<file path="src/rtl/core/smf_pkg.sv">
// shared constants, types and helpers of the switching median filter
// no dependencies
package smf_pkg;

	localparam int MAX_WIDTH   = 2048;
	localparam int MAX_RADIUS  = 7;
	localparam int BINS        = 256;
	localparam int RING_SIZE   = 2 * MAX_RADIUS * MAX_WIDTH + 2 * MAX_RADIUS + 1;
	localparam int SLOT_W      = $clog2(RING_SIZE);
	localparam int WID_W       = 12;
	localparam int HGT_W       = 13;
	localparam int RREG_W      = 3;
	localparam int THR_W       = 8;
	localparam int DATA_W      = 13;
	localparam int POS_W       = 12;
	localparam int K_W         = WID_W + HGT_W;
	localparam int RAD_W       = $clog2(MAX_RADIUS + 1);
	localparam int SIDE_W      = RAD_W + 1;
	localparam int TOT_W       = 2 * SIDE_W;
	localparam int LAG_W       = RAD_W + WID_W + 1;
	localparam int BIN_W       = $clog2(BINS);
	localparam int QUEUE_DEPTH = 2;
	localparam int PIX_W       = 24;

	localparam logic [WID_W-1:0]  RST_WIDTH  = 12'd640;
	localparam logic [HGT_W-1:0]  RST_HEIGHT = 13'd480;
	localparam logic [RREG_W-1:0] RST_RADIUS = 3'd1;
	localparam logic [THR_W-1:0]  RST_THRESH = 8'd40;

	typedef enum logic [1:0] {
		REG_WIDTH  = 2'd0,
		REG_HEIGHT = 2'd1,
		REG_RADIUS = 2'd2,
		REG_THRESH = 2'd3
	} reg_idx_t;

	typedef enum logic [3:0] {
		ST_IDLE,
		ST_CLEAR,
		ST_POS,
		ST_MUL,
		ST_DIFF,
		ST_SLOT,
		ST_LSDATA,
		ST_HINC,
		ST_SCAN,
		ST_FIN
	} back_st_t;

	typedef struct packed {
		logic [WID_W-1:0] w;
		logic [HGT_W-1:0] h;
		logic [RAD_W-1:0] r;
		logic [THR_W-1:0] thr;
	} cfg_t;

	typedef struct packed {
		logic              wr;
		logic              em;
		logic              last;
		logic [PIX_W-1:0]  rgb;
		logic [SLOT_W-1:0] wslot;
		logic [K_W-1:0]    refk;
		logic [SLOT_W-1:0] refslot;
		logic [POS_W-1:0]  oy;
		logic [POS_W-1:0]  ox;
	} cmd_t;

	typedef struct packed {
		logic valid;
		logic full;
	} q_stat_t;

	function automatic logic [RAD_W-1:0] eff_radius(input logic [RREG_W-1:0] r);
		logic [7:0] rr;
		rr = 8'(r);
		return (rr > 8'(MAX_RADIUS)) ? RAD_W'(MAX_RADIUS) : RAD_W'(rr);
	endfunction

endpackage

</file>
<file path="src/rtl/core/smf_queue.sv">
// short command queue between front and back end
// depends on smf_pkg
module smf_queue (
	input  logic              clk,
	input  logic              arst_n,
	input  logic              push,
	input  smf_pkg::cmd_t     push_cmd,
	input  logic              pop,
	output smf_pkg::cmd_t     pop_cmd,
	output smf_pkg::q_stat_t  stat
);
	localparam int PW = $clog2(smf_pkg::QUEUE_DEPTH);

	smf_pkg::cmd_t mem_q [smf_pkg::QUEUE_DEPTH];
	logic [PW-1:0] wp_q, rp_q;
	logic [PW:0]   cnt_q;

	assign stat.valid = cnt_q != '0;
	assign stat.full  = cnt_q == (PW+1)'(smf_pkg::QUEUE_DEPTH);
	assign pop_cmd    = mem_q[rp_q];

	always_ff @(posedge clk) begin
		if (push) begin
			mem_q[wp_q] <= push_cmd;
		end
	end

	always_ff @(posedge clk or negedge arst_n) begin
		if (!arst_n) begin
			wp_q  <= '0;
			rp_q  <= '0;
			cnt_q <= '0;
		end else begin
			if (push) begin
				wp_q <= (wp_q == PW'(smf_pkg::QUEUE_DEPTH - 1)) ? '0 : wp_q + PW'(1);
			end
			if (pop) begin
				rp_q <= (rp_q == PW'(smf_pkg::QUEUE_DEPTH - 1)) ? '0 : rp_q + PW'(1);
			end
			cnt_q <= cnt_q + (PW+1)'(push) - (PW+1)'(pop);
		end
	end
endmodule

</file>
<file path="config.mk">
export PLATFORM = sky130hd
export DESIGN_NAME = smf_queue
export DESIGN_NICKNAME = d
export VERILOG_FILES = /design/src/rtl/core/smf_pkg.sv /design/src/rtl/core/smf_queue.sv
export SDC_FILE = /design/constraint.sdc
export NUM_CORES = 1
export LEC_CHECK = 0
export BUFFER_PORTS_ARGS = -buffer_cell sky130_fd_sc_hd__buf_2
export CAP_MARGIN = 20
export CORE_MARGIN = 4
export CORE_UTILIZATION = 45
export CTS_BUF_LIST = sky130_fd_sc_hd__clkbuf_16
export CTS_CLUSTER_DIAMETER = 50
export CTS_CLUSTER_SIZE = 25
export DETAILED_ROUTE_END_ITERATION = 16
export PLACE_DENSITY = 0.7
export SLEW_MARGIN = 20
export SYNTH_ARGS = -nofsm -noshare
export SYNTH_HDL_FRONTEND = slang
export SYNTH_SLANG_ARGS = --single-unit
export TNS_END_PERCENT = 10
</file>
<file path="constraint.sdc">
create_clock -name clk -period 15.7 [get_ports clk]
set_input_delay 3.14 -clock clk [delete_from_list [all_inputs] [get_ports clk]]
set_output_delay 3.14 -clock clk [all_outputs]
set_load 0.02 [all_outputs]
</file>
# == Word-level counts from Yosys, hierarchy flattened ==
# Memories as Yosys holds them, arrays and structs flattened.
# Cells that the tools add are included.
# W data, S select, Z words.
# word_totals
inputBits,110
ff_bits,4
elab_cells,14
out_inout_bits,108
mem_bits_rw,212
memories,1
# classes
n_eq_ne,1
n_mux,4
add_sub_neg,4
n_reduce_logical,1
# mem_list
memory,words,word_bits,read_ports,rd_clocked_by_memory_dff,write_ports,line,source
mem_q,2,106,1,0,1,smf_queue.sv:14,smf_pkg::cmd_t mem_q [smf_pkg::QUEUE_DEPTH];
# ops
operator,count
$mux W1,4
$add A1 B1 Y1 const B,2
$add A2 B1 Y2,1
$eq A2 B2 Y1 const B,1
$reduce_bool A2 Y1,1
$sub A2 B1 Y2,1

# == Longest topological paths before layout ==
# logic_depth
word_depth,2
ltp_mapped,5
depth_no_buf,5

# == Worst setup path before layout ==
# No wires, ideal clock.
# synth_timing
path_type,input port to flip-flop
startpoint,in push
endpoint,mem mem_q[0][0] in the netlist's numbering (enable)
slack_ps,7367
path_buffers,0
arrival_ps,7748
cell_stages,1
t_required_ps,15115
setup_ps,585
path_cell_list,nor2b_1
# synth_via
elab_chain_len,2
# synth_rtl
item,line,source
from (decl),smf_queue.sv:6,"input logic push,"
$mux W1,smf_queue.sv:23,if (push) begin
$mux W1 (implied by the code),smf_queue.sv:24,mem_q[wp_q] <= push_cmd;
to (decl),smf_queue.sv:14,
# No other way between the ends.

==> results.py <==
metrics = {
    "setup_path": {
        "cp.required_ns": 12.56,
        "crit_fanout": 57,
        "cp_cell_sequence": "buf_4 > mux2_2 > buf_2",
        "path_class": "register to primary output",
        "cp-start-kind": "register",
        "critical_path.slowest_cell": "dfrtp_4",
        "cp_slowest_stage_delay_ns": 0.87,
        "worst_setup_path_end_kind": "primary output",
        "arrival_ns": 2.87,
    },
    "global_routing": {
        "gr-usage-all-layers": 0.147,
        "grt_pass1_wl_um": 23100,
        "grt_antenna_before_repair": 1,
        "first_global_vias": 4347,
        "overflow": 0,
        "grt_max_degree": 67,
    },
    "placement": {
        "hpwl_um": 10200,
        "gp_congestion": 0.777,
        "numPortBuffers": 217,
    },
    "status": {
        "status": "completed",
    },
    "timing": {
        "hold_viol_final": 0,
        "worst_pin_slew_ns": 0.917,
        "hold_slack_ns": 0.554,
        "skew_ns": 0.00659,
        "fmax_mhz": 166,
        "slew-limit-headroom": 0.388,
        "setup_violations": 0,
        "rsz0062_at_grt": "no",
        "finalCriticalPeriod_ns": 6.01,
        "fin_crit_sh": 0.383,
        "drv_slew": 0,
        "fin_setup_tns_ns": 0,
    },
    "synthesis": {
        "syn_avg_cell_area_sq_um": 23.1,
        "netlist_instances": 345,
        "yosys_warnings": 0,
        "yosysTopAreaCell": "edfxtp_1",
        "yosys-top-cells-area": "edfxtp_1, mux2_2, mux2_4",
        "ys_ff_latch": 216,
        "syn_nets": 457,
        "ys_seq_area_frac": 0.812,
        "synth_cell_types": 13,
        "yosysTopAreaCellShare": 0.799,
        "syn_area_sq_um": 7960,
    },
    "layout": {
        "antenna_cells": 0,
        "layout_common_cells": "buf_2, edfxtp_1, mux2_2",
        "final_nets": 687,
        "drive_above_1_share": 0.616,
        "syn2layout_area_growth_pct": 24.7,
        "final_common_cell": "buf_2",
    },
    "routing": {
        "firstDrtPassIters": 4,
        "wl_um": 14800,
        "viasPerCell": 4.85,
        "drc": 0,
        "drtIter0Drc": 160,
        "wire_per_inst_um": 18.2,
        "vias": 3945,
        "drtAntennaViolNets": 0,
    },
    "die": {
        "initial_utilization": 0.460,
        "die_w_um": 141,
        "placementRows": 48,
        "core_sq_um": 17300,
        "dieArea_sq_um": 19900,
        "ios": 218,
        "die_y_um": 141,
    },
    "clock_network": {
        "h-tree-depth": 1,
        "post_cts_resize_count": 0,
        "cts_tree": "yes",
        "cts_setup_buffers": 0,
        "clockBufferDepth": 3,
        "cts_buffers": 19,
        "clk_latency_ns": 0.48,
        "cts_hold_buf": 0,
        "cts.clk_slew.worst_paths_ns": 0.07,
        "cts.sinks": 216,
        "cts_root_buf": "clkbuf_16",
    },
    "min_path": {
        "min_path_type": "register to register",
    },
    "power_and_ir_drop": {
        "irDropWorstVdd_mv": 0.131,
        "powerDensity_nw_per_um2": 188,
        "total_power_mw": 1.87,
        "cellLeakagePower_nw": 3.84,
    },
    "run": {
        "maxCapViolations": 0,
    },
}
## per-stage QoR
stage          setup WS, ns  std cells   util  area [sq um]
2_1_floorplan          7.37        345      -          7960
3_3_place_gp          10.17        778  0.536          9280
3_5_place_dp          10.18        779  0.538          9300
4_1_cts                9.65        813  0.574          9930
5_1_grt                9.52        813  0.574          9930
6_report               9.69        813  0.574          9930
## layer usage
layer / GRT usage / vias to the layer above / routed length (um)
met5: 0 / - / 13
met4: 0.0316 / 2 / 228
met3: 0.0556 / 21 / 1490
met2: 0.245 / 166 / 7140
met1: 0.185 / 1926 / 5880
li1: - / 1830 / -
## final timing paths
check                                       from                      to  slack [ns]  cells after the start
worst max-delay path            rp_q$_DFFE_PN0P_             pop_cmd[50]        9.69                      3
worst min-delay path            wp_q$_DFFE_PN0P_        wp_q$_DFFE_PN0P_        0.55                      1
worst max register to register  wp_q$_DFFE_PN0P_  mem_q[0][93]$_DFFE_PP_       13.40                      2
worst min register to register  wp_q$_DFFE_PN0P_        wp_q$_DFFE_PN0P_        0.55                      1
max in group asynchronous                 arst_n        rp_q$_DFFE_PN0P_       13.09                      1
min in group asynchronous                 arst_n      cnt_q[0]$_DFF_PN0_        2.46                      1
## power breakdown
group          internal [mW]  total, mW  switching, mW
registers              0.766      0.817         0.0509
logic                  0.249      0.588          0.339
clock network          0.250      0.462          0.212
total                   1.26       1.87          0.602
## layout make-up
type	instances	area (sq um)
Tap cell	225	282
Clock inverter	15	154
Clock buffer	19	475
Sequential cell	216	6470
Timing Repair Buffer	221	1140
Multi-Input combinational cell	115	1410
Fill cell	1319	7360
Inverter	2	7.51
## flip-flops by register name, indices dropped and copies added (netlist names)
signal / flops
rp_q: 1
cnt_q: 2
wp_q: 1
mem_q: 212
## worst max-delay path: cells and delay by family, from the launching register on
kind	cells	cell delay (ns)
flops	1	0.87
buf+inv	2	0.96
mux	1	0.43
## logic make-up (layout without fill, tap and decap cells)
| logic type | count (synthesis) | count (layout) | share of synthesized area |
|---|---|---|---|
| XOR/XNOR | 3 | 3 | 0.00519 |
| flip-flops | 216 | 216 | 0.812 |
| AND/OR/NAND/NOR | 4 | 4 | 0.00314 |
| multiplexers | 106 | 106 | 0.164 |
| buffers and inverters | 14 | 257 | 0.0124 |
| adder cells (fa/ha/maj) | 2 | 2 | 0.00314 |
## synthesized netlist by cell type, drive strengths merged
master and count:
xor2 2, dfrtp 4, edfxtp 212, or2 1
inv 2, nor2b 2, mux2 106, ha 2
and2 1, xor3 1, buf 12
Power figures use the tool's default switching activity.
