## src/rtl/core/smf_pkg.sv

```systemverilog
// shared constants, types and helpers of the switching median filter
// no dependencies
package smf_pkg;

	localparam int MAX_WIDTH   = 2048;
	localparam int MAX_RADIUS  = 7;
	localparam int BINS        = 256;
	localparam int RING_SIZE   = 2 * MAX_RADIUS * MAX_WIDTH + 2 * MAX_RADIUS + 1;
	localparam int SLOT_W      = $clog2(RING_SIZE);
	localparam int WID_W       = 12;
	localparam int HGT_W       = 13;
	localparam int RREG_W      = 3;
	localparam int THR_W       = 8;
	localparam int DATA_W      = 13;
	localparam int POS_W       = 12;
	localparam int K_W         = WID_W + HGT_W;
	localparam int RAD_W       = $clog2(MAX_RADIUS + 1);
	localparam int SIDE_W      = RAD_W + 1;
	localparam int TOT_W       = 2 * SIDE_W;
	localparam int LAG_W       = RAD_W + WID_W + 1;
	localparam int BIN_W       = $clog2(BINS);
	localparam int QUEUE_DEPTH = 2;
	localparam int PIX_W       = 24;

	localparam logic [WID_W-1:0]  RST_WIDTH  = 12'd640;
	localparam logic [HGT_W-1:0]  RST_HEIGHT = 13'd480;
	localparam logic [RREG_W-1:0] RST_RADIUS = 3'd1;
	localparam logic [THR_W-1:0]  RST_THRESH = 8'd40;

	typedef enum logic [1:0] {
		REG_WIDTH  = 2'd0,
		REG_HEIGHT = 2'd1,
		REG_RADIUS = 2'd2,
		REG_THRESH = 2'd3
	} reg_idx_t;

	typedef enum logic [3:0] {
		ST_IDLE,
		ST_CLEAR,
		ST_POS,
		ST_MUL,
		ST_DIFF,
		ST_SLOT,
		ST_LSDATA,
		ST_HINC,
		ST_SCAN,
		ST_FIN
	} back_st_t;

	typedef struct packed {
		logic [WID_W-1:0] w;
		logic [HGT_W-1:0] h;
		logic [RAD_W-1:0] r;
		logic [THR_W-1:0] thr;
	} cfg_t;

	typedef struct packed {
		logic              wr;
		logic              em;
		logic              last;
		logic [PIX_W-1:0]  rgb;
		logic [SLOT_W-1:0] wslot;
		logic [K_W-1:0]    refk;
		logic [SLOT_W-1:0] refslot;
		logic [POS_W-1:0]  oy;
		logic [POS_W-1:0]  ox;
	} cmd_t;

	typedef struct packed {
		logic valid;
		logic full;
	} q_stat_t;

	function automatic logic [RAD_W-1:0] eff_radius(input logic [RREG_W-1:0] r);
		logic [7:0] rr;
		rr = 8'(r);
		return (rr > 8'(MAX_RADIUS)) ? RAD_W'(MAX_RADIUS) : RAD_W'(rr);
	endfunction

endpackage

```

## src/rtl/core/smf_if.sv

```systemverilog
// pixel stream interfaces of the switching median filter
// no dependencies
interface smf_in_if;
	logic       valid;
	logic       ready;
	logic       func;
	logic [7:0] red_in;
	logic [7:0] green_in;
	logic [7:0] blue_in;
	modport source(output valid, func, red_in, green_in, blue_in, input ready);
	modport sink(input valid, func, red_in, green_in, blue_in, output ready);
endinterface


```

## src/rtl/core/smf_front.sv

```systemverilog
// front end: accepts items, tracks frame positions, issues write and emit commands
// depends on smf_pkg and smf_if
module smf_front (
	input  logic           clk,
	input  logic           arst_n,
	smf_in_if.sink         pix_in,
	input  smf_pkg::cfg_t  cfg,
	input  logic           cfg_we,
	input  logic           q_full,
	output logic           q_push,
	output smf_pkg::cmd_t  q_cmd
);
	logic [smf_pkg::HGT_W-1:0]  in_row_q;
	logic [smf_pkg::POS_W-1:0]  in_col_q;
	logic [smf_pkg::K_W-1:0]    k_q, lastk_q;
	logic [smf_pkg::SLOT_W-1:0] slot_q, lastslot_q;
	logic [smf_pkg::POS_W-1:0]  orow_q, ocol_q;
	logic [smf_pkg::LAG_W-1:0]  lag;
	logic [smf_pkg::HGT_W-1:0]  hm1;
	logic acc, in_done, do_wr, do_em, last;

	assign pix_in.ready = !q_full;
	assign acc     = pix_in.valid && pix_in.ready;
	assign lag     = smf_pkg::LAG_W'(cfg.r * cfg.w) + smf_pkg::LAG_W'(cfg.r);
	assign hm1     = cfg.h - smf_pkg::HGT_W'(1);
	assign in_done = in_row_q >= cfg.h;
	assign do_wr   = acc && !in_done && !pix_in.func;
	assign do_em   = acc && (in_done || (!pix_in.func && k_q >= smf_pkg::K_W'(lag)));
	assign last    = (orow_q == hm1[smf_pkg::POS_W-1:0]) && (ocol_q == cfg.w - 12'd1);
	assign q_push  = do_wr || do_em;

	always_comb begin
		q_cmd.wr      = do_wr;
		q_cmd.em      = do_em;
		q_cmd.last    = last;
		q_cmd.rgb     = {pix_in.red_in, pix_in.green_in, pix_in.blue_in};
		q_cmd.wslot   = slot_q;
		q_cmd.refk    = do_wr ? k_q : lastk_q;
		q_cmd.refslot = do_wr ? slot_q : lastslot_q;
		q_cmd.oy      = orow_q;
		q_cmd.ox      = ocol_q;
	end

	always_ff @(posedge clk or negedge arst_n) begin
		if (!arst_n) begin
			in_row_q   <= '0;
			in_col_q   <= '0;
			k_q        <= '0;
			slot_q     <= '0;
			lastk_q    <= '0;
			lastslot_q <= '0;
			orow_q     <= '0;
			ocol_q     <= '0;
		end else if (cfg_we || (do_em && last)) begin
			in_row_q <= '0;
			in_col_q <= '0;
			k_q      <= '0;
			slot_q   <= '0;
			orow_q   <= '0;
			ocol_q   <= '0;
		end else begin
			if (do_wr) begin
				lastk_q    <= k_q;
				lastslot_q <= slot_q;
				k_q        <= k_q + smf_pkg::K_W'(1);
				slot_q     <= (slot_q == smf_pkg::SLOT_W'(smf_pkg::RING_SIZE - 1)) ?
					'0 : slot_q + smf_pkg::SLOT_W'(1);
				if (in_col_q + 12'd1 >= cfg.w) begin
					in_col_q <= '0;
					in_row_q <= in_row_q + smf_pkg::HGT_W'(1);
				end else begin
					in_col_q <= in_col_q + 12'd1;
				end
			end
			if (do_em) begin
				if (ocol_q + 12'd1 >= cfg.w) begin
					ocol_q <= '0;
					orow_q <= orow_q + 12'd1;
				end else begin
					ocol_q <= ocol_q + 12'd1;
				end
			end
		end
	end
endmodule

```

## src/flat_wrapper.sv

```systemverilog
// flat-port wrapper written by rule: the top's interface ports become plain ports
module smf_front_flat 
  (clk, arst_n, cfg, cfg_we, q_full, q_push, q_cmd, pix_in_valid, pix_in_func, pix_in_red_in, pix_in_green_in, pix_in_blue_in, pix_in_ready);
  smf_in_if pix_in_i ();
  input  logic clk;
  input  logic arst_n;
  input  smf_pkg::cfg_t cfg;
  input  logic cfg_we;
  input  logic q_full;
  output logic q_push;
  output smf_pkg::cmd_t q_cmd;
  input wire logic [$bits(pix_in_i.valid)-1:0] pix_in_valid;
  input wire logic [$bits(pix_in_i.func)-1:0] pix_in_func;
  input wire logic [$bits(pix_in_i.red_in)-1:0] pix_in_red_in;
  input wire logic [$bits(pix_in_i.green_in)-1:0] pix_in_green_in;
  input wire logic [$bits(pix_in_i.blue_in)-1:0] pix_in_blue_in;
  output wire logic [$bits(pix_in_i.ready)-1:0] pix_in_ready;
  assign pix_in_i.valid = pix_in_valid;
  assign pix_in_i.func = pix_in_func;
  assign pix_in_i.red_in = pix_in_red_in;
  assign pix_in_i.green_in = pix_in_green_in;
  assign pix_in_i.blue_in = pix_in_blue_in;
  assign pix_in_ready = pix_in_i.ready;
  smf_front u_core (.clk(clk), .arst_n(arst_n), .pix_in(pix_in_i), .cfg(cfg), .cfg_we(cfg_we), .q_full(q_full), .q_push(q_push), .q_cmd(q_cmd));
endmodule
```

## config.mk

```make
export PLATFORM = sky130hd
export DESIGN_NAME = smf_front_flat
export DESIGN_NICKNAME = d
export VERILOG_FILES = /design/src/rtl/core/smf_pkg.sv /design/src/rtl/core/smf_if.sv /design/src/rtl/core/smf_front.sv /design/src/flat_wrapper.sv
export SDC_FILE = /design/constraint.sdc
export NUM_CORES = 1
export LEC_CHECK = 0
export BUFFER_PORTS_ARGS = -buffer_cell sky130_fd_sc_hd__buf_2
export CAP_MARGIN = 20
export CORE_MARGIN = 1.5
export CORE_UTILIZATION = 63
export DETAILED_ROUTE_END_ITERATION = 10
export PLACE_DENSITY = 0.85
export SLEW_MARGIN = 30
export SYNTH_ARGS = -nofsm -noshare
export SYNTH_HDL_FRONTEND = slang
export SYNTH_SLANG_ARGS = --single-unit
```

## constraint.sdc

```tcl
create_clock -name clk -period 11.2 [get_ports clk]
set_clock_uncertainty 0.15 [all_clocks]
set_input_delay 1.12 -clock clk [delete_from_list [all_inputs] [get_ports clk]]
set_output_delay 1.12 -clock clk [all_outputs]
set_load 0.02 [all_outputs]
```

======== After elaboration in Yosys (flattened, before gate mapping) ========
Cells that the tools add are included.
word-level totals
  output and inout port bits .............. 108
  register bits after elaboration ......... 129
  bits of input ports ..................... 66
  logic and storage cells ................. 63
cells by class
  add/sub/neg operators ................... 9
  multiply operators ...................... 1
  reductions and logical operators ........ 19
  $lt $le $gt $ge ......................... 4
  multiplexer cells ....................... 19
  equal/unequal tests ..................... 3
operator list
  cell                                                count
  two-way mux 12 bit                                  9
  two-way mux 25 bit                                  3
  two-way mux 15 bit                                  4
  two-way mux 13 bit                                  3
  adder 12 x 1 -> 12 bit, second input constant       3
  adder 25 x 1 -> 25 bit, second input constant       1
  >= comparator 25 x 16 -> 1 bit                      1
  equality test 12 bit                                2
  >= comparator 12 bit                                2
  subtractor 12 x 1 -> 12 bit, second input constant  2
  adder 15 x 3 -> 16 bit                              1
  adder 15 x 1 -> 15 bit, second input constant       1
  equality test 15 bit, second input constant         1
  multiplier 3 x 12 -> 15 bit                         1
  adder 13 x 1 -> 13 bit, second input constant       1
  >= comparator 13 bit                                1
  nonzero test 2 bit                                  4
  logical AND 1 bit                                   7
  AND reduction 2 bit                                 2
  logical NOT 1 bit                                   3
  logical OR 1 bit                                    3

======== Longest topological paths before layout ========
Gate-level depths: netlist (run 1).
  depth in word-level cells ............... 10
  mapped depth ............................ 26
  mapped depth without buffers ............ 23

======== Worst setup path after synthesis (run 1) ========
Ideal clock, no wire load.
  kind .................................... in2out
  from .................................... input port cfg[10] in the netlist's numbering
  to ...................................... output port q_cmd[104] in the netlist's numbering
  stages on the path ...................... 21
  data arrival time ....................... 5.427 ns
  required time ........................... 9.930 ns
  slack ................................... 4.503 ns
  path buffers ............................ 2
  path through ............................ clkbuf_1 -> nand2_1 -> fa_1 -> inv_1 -> fa_1 -> fa_1 -> a21oi_1 -> o21bai_1 -> a21oi_1 -> o21ai_0 -> a41oi_1 -> nor2b_1 -> xor2_1 -> ha_1 -> nand2_1 -> nor2_1 -> a211oi_1 -> a31oi_1 -> nor3_2 -> inv_1 -> buf_4
on the way
  longest elaborated chain between the ends .. 6
ends and longest elaborated chain
  what                              line                source
  start: declaration                flat_wrapper.sv:7   input smf_pkg::cfg_t cfg;
  multiplier 3 x 12 -> 15 bit       smf_front.sv:24     assign lag = smf_pkg::LAG_W'(cfg.r * cfg.w) + smf_pkg::LAG_W'(cfg.r);
  adder 15 x 3 -> 16 bit *          smf_front.sv:24
  >= comparator 25 x 16 -> 1 bit *  smf_front.sv:28     assign do_em = acc && (in_done || (!pix_in.func && k_q >= smf_pkg::K_W'(lag)));
  logical AND 1 bit *               smf_front.sv:28
  logical OR 1 bit *                smf_front.sv:28
  logical AND 1 bit *               smf_front.sv:28
  end: declaration                  flat_wrapper.sv:11  output smf_pkg::cmd_t q_cmd;
Mark *: on every way between the ends. The rest lies on a longest branch, timed or not.

======== Worst setup path in the final report (run 1) ========
  from .................................... input port cfg[24] in the netlist's numbering
  to ...................................... register u_core.lastk_q[0] in the netlist's numbering
on the way
  longest elaborated chain between the ends .. 8
  elaborated cells between the ends (all ways) .. 11
  those cells by class .................... add/sub (2); mul (1); order compare (1); eq/ne (1); reduce/logical (6)
ends and longest elaborated chain
  what                            line             source
  multiplier 3 x 12 -> 15 bit     smf_front.sv:24
  adder 15 x 3 -> 16 bit          smf_front.sv:24
  >= comparator 25 x 16 -> 1 bit  smf_front.sv:28
  logical AND 1 bit               smf_front.sv:28
  logical OR 1 bit                smf_front.sv:28
  logical AND 1 bit               smf_front.sv:28
  logical AND 1 bit *             smf_front.sv:54  end else if (cfg_we || (do_em && last)) begin
  logical OR 1 bit *              smf_front.sv:54
  end signal: assignment          smf_front.sv:63  lastk_q <= k_q;
  end: declaration                smf_front.sv:15  logic [smf_pkg::K_W-1:0] k_q, lastk_q;
Marked as above.
A chain may end at the register's enable or synchronous reset.

==> summary.txt, run 1 <==
Diodes inserted: 0
Final setup violation count: 0
CP required: 11.36 ns
Worst skew pair latency: 0.42 ns
Ys flop type: dfrtp_1
Initial antenna violation count: 0
Clk slew on worst S/H paths: 0.06 ns
R2R Setup Slk: 6.31 ns
Die width: 132 um
Area of the core: 16500 um^2
Clock sinks: 129
Tcrit/Tclk final: 0.671
Post-CTS resize count: 0
Place WS: 3.27 ns
Initial Util: 0.639
Asr flop ratio synth: 1.00
Vias in the first global route: 8917
Maximum clock insertion buffer count: 2
CTS Hold Bufs: 0
Final ANT Viol Nets: 0
GR Overflow Total: 0
DRT Wirelength: 25.2 mm
Synthesis Warnings: 0
PD cells: 105 nW/um^2
I/O pins: 174
Worst VDD drop: 0.115 mV
CTS tree: done
Maxcap violations: 0
CP Max Fanout: 67
H-Tree Depth: 4
Max incr delay on CP: 0.79 ns
Yosys reg bits: 129
Num rows: 47
Avg Cell Area, Syn: 8.74 um^2
Fraction of layout cells with a size suffix above 1: 0.165
Worst path cell trace: buf_2, nand2_1, fa_1, inv_1, fa_1, fa_1, a21oi_1, o21bai_1, a21oi_1, o21ai_0, a41oi_1, nor2b_1, xor2_1, ha_1, nand2_1, nor4_1, o21ai_0, a31oi_1, nor3_2, buf_4, inv_1, a21o_4, buf_4, mux2_2
Setup ws final: 3.69 ns
Final Critical Period: 7.51 ns
Placer Congestion: 0.877
Largest net degree at the start of global routing: 72
Drt first pass iters: 5
Sequential element share of the synthesized area: 0.307
Critical Path Slowest Stage Cell: buf_4
Fin nets: 1435
Actual slew at the worst max-slew pin: 0.968 ns
Most frequent CP cell: fa_1
Crit path DAT: 7.67 ns
Synth unique cells: 64
Via-per-instance ratio: 6.10
Critical path type: in2reg
Max_slew headroom: 0.354
Die H: 132 um
Status: complete, no violations
Post-CTS setup buffers: 0
Post-synth net total: 1371
Lkg Pwr: 0.00585 uW
PortBufs: 117
Synthesis-to-layout area growth: 9.29%
Number of synthesized flops with an enable pin: 0
Vias: 9150
CTS Buf Count: 17
Global-route wire length before repair: 42.5 mm
Residual DRC: 0
Post-DR wirelength/cell: 16.8 um
Fin Setup TNS: 0 ns
Pwr Total: 1210 uW
Root buffer cell: clkbuf_16
Max Fclk: 0.133 GHz
Finished Layout Cells: 1500
Area of the die: 17500 um^2
Dpl cells: 1469
Initial detailed-routing violation count: 702
HP Class: reg2reg
Synth Cell Area: 10500 um^2
Worst Setup End Kind: flip-flop
DP Wirelength: 17.7 mm
Startpoint class of the critical path: primary input
RSZ-0062 raised after global routing: false
Final Max Tran Viols: 0
Final Hold Viols: 0
Post-Syn Instances: 1204
Total GRT Usage: 0.295
==> sequential cells by signal, indices dropped and copies added (netlist names) <==
register,cells
u_core.orow_q,12
u_core.slot_q,15
u_core.k_q,25
u_core.lastk_q,25
u_core.lastslot_q,15
u_core.in_col_q,12
u_core.in_row_q,13
u_core.ocol_q,12
==> synthesized netlist by cell type (all sizes together), types with 3 or more instances <==
cell type | number | area, um^2
ha | 89 | 1110
nor2 | 86 | 323
a211oi | 6 | 45.0
xor2 | 58 | 508
nand2b | 5 | 31.3
o21ai | 50 | 250
a21oi | 69 | 345
inv | 55 | 206
o31ai | 3 | 22.5
clkbuf | 34 | 128
o21a | 4 | 30.0
nand3 | 45 | 225
a211o | 3 | 26.3
nor2b | 7 | 43.8
nor4 | 13 | 87.6
nand3b | 13 | 97.6
xnor2 | 38 | 333
a21o | 7 | 52.6
and3 | 39 | 244
dfrtp | 129 | 3230
or3 | 12 | 75.1
and2 | 25 | 156
o21bai | 3 | 22.5
nand4b | 10 | 87.6
a21boi | 4 | 30.0
o22ai | 4 | 25.0
a32o | 8 | 80.1
or4 | 4 | 30.0
a22oi | 15 | 126
o2111ai | 3 | 26.3
fa | 12 | 240
or2 | 4 | 25.0
nand2 | 174 | 653
a31oi | 5 | 31.3
mux2 | 40 | 597
buf | 47 | 422
nand4 | 28 | 175
nor3 | 28 | 150
and4 | 4 | 35.0
==> power breakdown <==
group          leakage (uW)  internal, uW  switching (uW)
sequential          0.00180           470            4.46
clock              0.000268           326             215
combinational       0.00378          72.9             124
==> metal layers <==
| layer | global-route usage | part of all wire |
|---|---|---|
| met1 | 0.367 | 0.41 |
| met2 | 0.510 | 0.50 |
| met3 | 0.0477 | 0.059 |
| met4 | 0.126 | 0.030 |
| met5 | 0 | 0 |
==> kinds of logic (layout without fill, tap and decap cells) <==
logic type      after synthesis  after routing  share of synthesized area
simple gates                504            504                      0.238
flops                       129            129                      0.307
buf+inv                     136            212                     0.0718
fa+ha+maj                   101            101                      0.129
compound gates              198            198                      0.118
xor+xnor                     96             96                     0.0799
mux                          40             40                     0.0567
==> per-stage QoR <==
stage | util | cell area [um^2] | hold slack (ns)
floorplan | - | 10500 | 0.329
global placement | 0.664 | 10900 | 0.337
detailed placement | 0.664 | 10900 | 0.342
CTS | 0.698 | 11500 | 0.362
global route | 0.698 | 11500 | 0.374
finish | 0.698 | 11500 | 0.357
==> critical path, delay by kind of cell <==
kind | cells | cell delay [ns]
buffers and inverters | 5 | 1.45
xor gates and xnor gates | 1 | 0.11
muxes | 1 | 0.41
AOI/OAI and AO/OA | 8 | 1.90
and+or+nand+nor | 5 | 0.80
adders and majority gates | 4 | 1.82
==> cell type report <==
cell class / count / area (um^2)
fill: 1282 / 4970
clock inverter: 13 / 140
tap: 220 / 275
clock buffer: 18 / 429
multi-input combinational: 939 / 6560
timing repair buffer: 126 / 659
sequential: 129 / 3230
inverter: 55 / 206
==> final timing paths <==
path | startpoint | to | cells after the start
max | cfg[24] | u_core.lastk_q[0]$_DFFE_PN0P_ | 24
min | u_core.lastk_q[12]$_DFFE_PN0P_ | u_core.lastk_q[12]$_DFFE_PN0P_ | 1
max reg2reg | u_core.ocol_q[4]$_DFFE_PN0P_ | u_core.ocol_q[3]$_DFFE_PN0P_ | 13
min reg2reg | u_core.lastk_q[12]$_DFFE_PN0P_ | u_core.lastk_q[12]$_DFFE_PN0P_ | 1
max in group asynchronous | arst_n | u_core.slot_q[8]$_DFFE_PN0P_ | 2
min in group asynchronous | arst_n | u_core.ocol_q[10]$_DFFE_PN0P_ | 1
==> cells in the final DEF (no fill, tap or decap), types with 12 or more instances in the layout <==
master | synthesis | layout
nand3b_1 | 13 | 13
nor2_1 | 86 | 86
a21oi_1 | 69 | 68
xnor2_1 | 38 | 38
ha_1 | 89 | 89
fa_1 | 12 | 12
dfrtp_1 | 129 | 129
clkbuf_16 | 0 | 17
nand2_1 | 174 | 174
and2_1 | 25 | 25
mux2_4 | 39 | 39
nand4_1 | 28 | 28
inv_1 | 54 | 54
xor2_1 | 58 | 58
nor3_1 | 26 | 25
buf_2 | 3 | 116
and3_1 | 39 | 39
nand3_1 | 45 | 45
o21ai_0 | 50 | 50
a22oi_1 | 14 | 14
or3_1 | 12 | 12
Note: power is estimated with default switching activity, not from simulation.
==> run 2, diff against run 1 <==
--- a/config.mk
+++ b/config.mk
@@ -5,12 +5,13 @@
 export SDC_FILE = /design/constraint.sdc
 export NUM_CORES = 1
 export LEC_CHECK = 0
+export ABC_AREA = 1
 export BUFFER_PORTS_ARGS = -buffer_cell sky130_fd_sc_hd__buf_2
 export CAP_MARGIN = 20
 export CORE_MARGIN = 1.5
-export CORE_UTILIZATION = 63
+export CORE_UTILIZATION = 59
 export DETAILED_ROUTE_END_ITERATION = 10
-export PLACE_DENSITY = 0.85
+export PLACE_DENSITY = 0.79
 export SLEW_MARGIN = 30
 export SYNTH_ARGS = -nofsm -noshare
 export SYNTH_HDL_FRONTEND = slang
==> constraint.sdc (replaced) <==
create_clock -name clk -period 7.3 [get_ports clk]
set_clock_uncertainty 0.15 [all_clocks]
set_input_delay 0.73 -clock clk [delete_from_list [all_inputs] [get_ports clk]]
set_output_delay 0.73 -clock clk [all_outputs]
set_load 0.02 [all_outputs]
==> summary.txt, run 2 <==
Clock power share: 0.341
Final setup violation count: 0
Commonest non-fill, non-tap cell in the layout: nand2_1
Root buffer cell: clkbuf_16
Max Fclk: 0.163 GHz
Final Critical Period: 6.13 ns
Crit path DAT: 6.33 ns
P_int: 1510 uW
Initial detailed-routing violation count: 710
Sequential share of power: 0.359
FF-to-FF End: u_core.ocol_q[7]$_DFFE_PN0P_
Post-Syn Instances: 1662
Critical Path Slowest Stage Cell: nor2_2
Final Max Tran Viols: 0
PortBufs: 117
Asr flop ratio synth: 1.00
Critical path type: in2reg
Worst VDD drop: 0.154 mV
Reg-to-reg critical path startpoint: u_core.ocol_q[1]$_DFFE_PN0P_
GR Overflow Total: 0
Post-synth net total: 1829
Final ANT Viol Nets: 0
Via-per-instance ratio: 5.52
DRT Wirelength: 28.7 mm
Switching Share: 0.368
Fraction of layout cells with a size suffix above 1: 0.110
Top post-synthesis cells by count: 514 x nand2_1, 219 x inv_1, 161 x nor2_1, 129 x dfrtp_1, 96 x nand3_1
Worst setup path start: cfg[10]
CTS tree: done
Area of the die: 19900 um^2
Most frequent CP cell: nand2_1
Top Registers: u_core.k_q x25, u_core.lastk_q x25
Clk slew on worst S/H paths: 0.06 ns
Max incr delay on CP: 0.58 ns
CP Max Fanout: 44
Synthesis-to-layout area growth: 9.34%
Max_slew headroom: 0.372
Worst skew pair latency: 0.43 ns
Worst Path Buf+Inv: 3
Total GRT Usage: 0.296
Residual DRC: 0
Actual slew at the worst max-slew pin: 0.941 ns
Crit path max-delay family: simple AND/OR/NAND/NOR gates
Num rows: 50
Fin nets: 1899
Worst Setup End Kind: flip-flop
Clock sinks: 129
Die H: 141 um
Sequential element share of the synthesized area: 0.287
CP required: 7.50 ns
Synth unique cells: 45
Synth Cell Area: 11200 um^2
Area of the core: 18700 um^2
H-Tree Depth: 4
RSZ-0062 raised after global routing: false
Ys flop type: dfrtp_1
Avg Cell Area, Syn: 6.77 um^2
Drt first pass iters: 6
Most common cell in the netlist: nand2_1
R2R cell count: 14
Tcrit/Tclk final: 0.840
Die width: 141 um
Vias in the first global route: 10300
CP Depth: 31
HP Class: in2async
Crit path capture: u_core.in_col_q[9]$_DFFE_PN0P_
Placer Congestion: 0.934
P_sw: 880 uW
Synthesis Warnings: 0
Status: complete, no violations
Largest net degree at the start of global routing: 99
Dpl cell area: 11800 um^2
PD cells: 194 nW/um^2
CTS Buf Count: 17
Diodes inserted: 0
Most frequent cells in the layout: 514 x nand2_1, 219 x inv_1, 161 x nor2_1, 129 x dfrtp_1, 116 x buf_2
Yosys reg bits: 129
Combinational power share: 0.300
Maxcap violations: 0
Post-route cell area: 12300 um^2
Post-CTS setup buffers: 0
Startpoint class of the critical path: primary input
Fin Setup TNS: 0 ns
Post-CTS resize count: 0
Initial Util: 0.601
Area contributors post-synth: dfrtp_1 29%, nand2_1 17%, ha_1 9.9%, inv_1 7.3%, nor2_1 5.4%
Number of synthesized flops with an enable pin: 0
Maximum clock insertion buffer count: 2
DP Wirelength: 20.7 mm
Final Hold Viols: 0
Filler cell count: 1680
Lkg Pwr: 0.00683 uW
Vias: 10900
Dominant cell type by area after synthesis: dfrtp_1
R2R Setup Slk: 3.08 ns
CTS Hold Bufs: 0
I/O pins: 174
Yosys top cell area share: 0.287
Initial antenna violation count: 0
Post-DR wirelength/cell: 14.5 um
Global-route wire length before repair: 48.0 mm
[run 2: cell count changes after synthesis, sizes merged, moves of 17 or more]
cell,previous run,this run
a21oi,69,46
and2,25,0
and3,39,1
inv,55,232
mux2,40,0
nand2,174,520
nand3,45,98
nand4,28,45
nor2,86,171
o21ai,50,74
xnor2,38,19
[run 2: metal layers]
layer / vias to the layer above / wire, um / track usage
met5: - / 0 / 0
met4: 0 / 597 / 0.102
met3: 52 / 1470 / 0.0459
met2: 336 / 14300 / 0.512
met1: 5105 / 12300 / 0.377
li1: 5422 / - / -
[run 2: kinds of logic after synthesis]
group,synth area share
simple gates,0.340
buf+inv,0.120
compound gates,0.0802
flops,0.287
fa+ha+maj,0.120
xor+xnor,0.0529
[run 2: stage by stage]
| step | utilization | power, uW | hold WS [ns] | instances | setup WS [ns] |
|---|---|---|---|---|---|
| 5_1_grt | 0.658 | 2520 | 0.114 | 1978 | 0.512 |
| 4_1_cts | 0.658 | 2400 | 0.0957 | 1978 | 1.22 |
| 6_report | 0.658 | 2390 | 0.0874 | 1978 | 1.17 |
| 3_5_place_dp | 0.628 | 1580 | 0.315 | 1947 | 0.813 |
| 3_3_place_gp | 0.628 | 1550 | 0.308 | 1947 | 0.908 |
| 2_1_floorplan | - | 1390 | 0.284 | 1662 | 1.98 |
[run 2: layout make-up]
type | instances | area (um^2) | area share
repair buffers | 124 | 673 | 0.0547
flip-flops and latches | 129 | 3230 | 0.262
multi-input cells | 1225 | 6680 | 0.543
inverters | 235 | 882 | 0.0717
clock inverters | 13 | 114 | 0.00926
well taps | 234 | 293 | 0.0238
clock buffers | 18 | 429 | 0.0349
[run 2: worst min-delay path by stage]
stage                     slack, ns                        endpoint  cells after the start
after floorplan                0.28  u_core.in_col_q[0]$_DFFE_PN0P_                      0
after global placement         0.31  u_core.in_col_q[9]$_DFFE_PN0P_                      2
after detailed placement       0.31   u_core.lastk_q[2]$_DFFE_PN0P_                      2
after CTS                       0.1   u_core.ocol_q[11]$_DFFE_PN0P_                      1
after global routing           0.11   u_core.ocol_q[11]$_DFFE_PN0P_                      1
final                          0.09   u_core.ocol_q[11]$_DFFE_PN0P_                      1
[run 2: power groups by stage]
stage / Clock [uW] / Combinational (uW) / Sequential [uW]
after floorplan: 0 / 523 / 864
after detailed placement: 0 / 712 / 867
after global routing: 848 / 808 / 867
final: 816 / 717 / 858
after global placement: 0 / 691 / 863
after CTS: 824 / 719 / 856
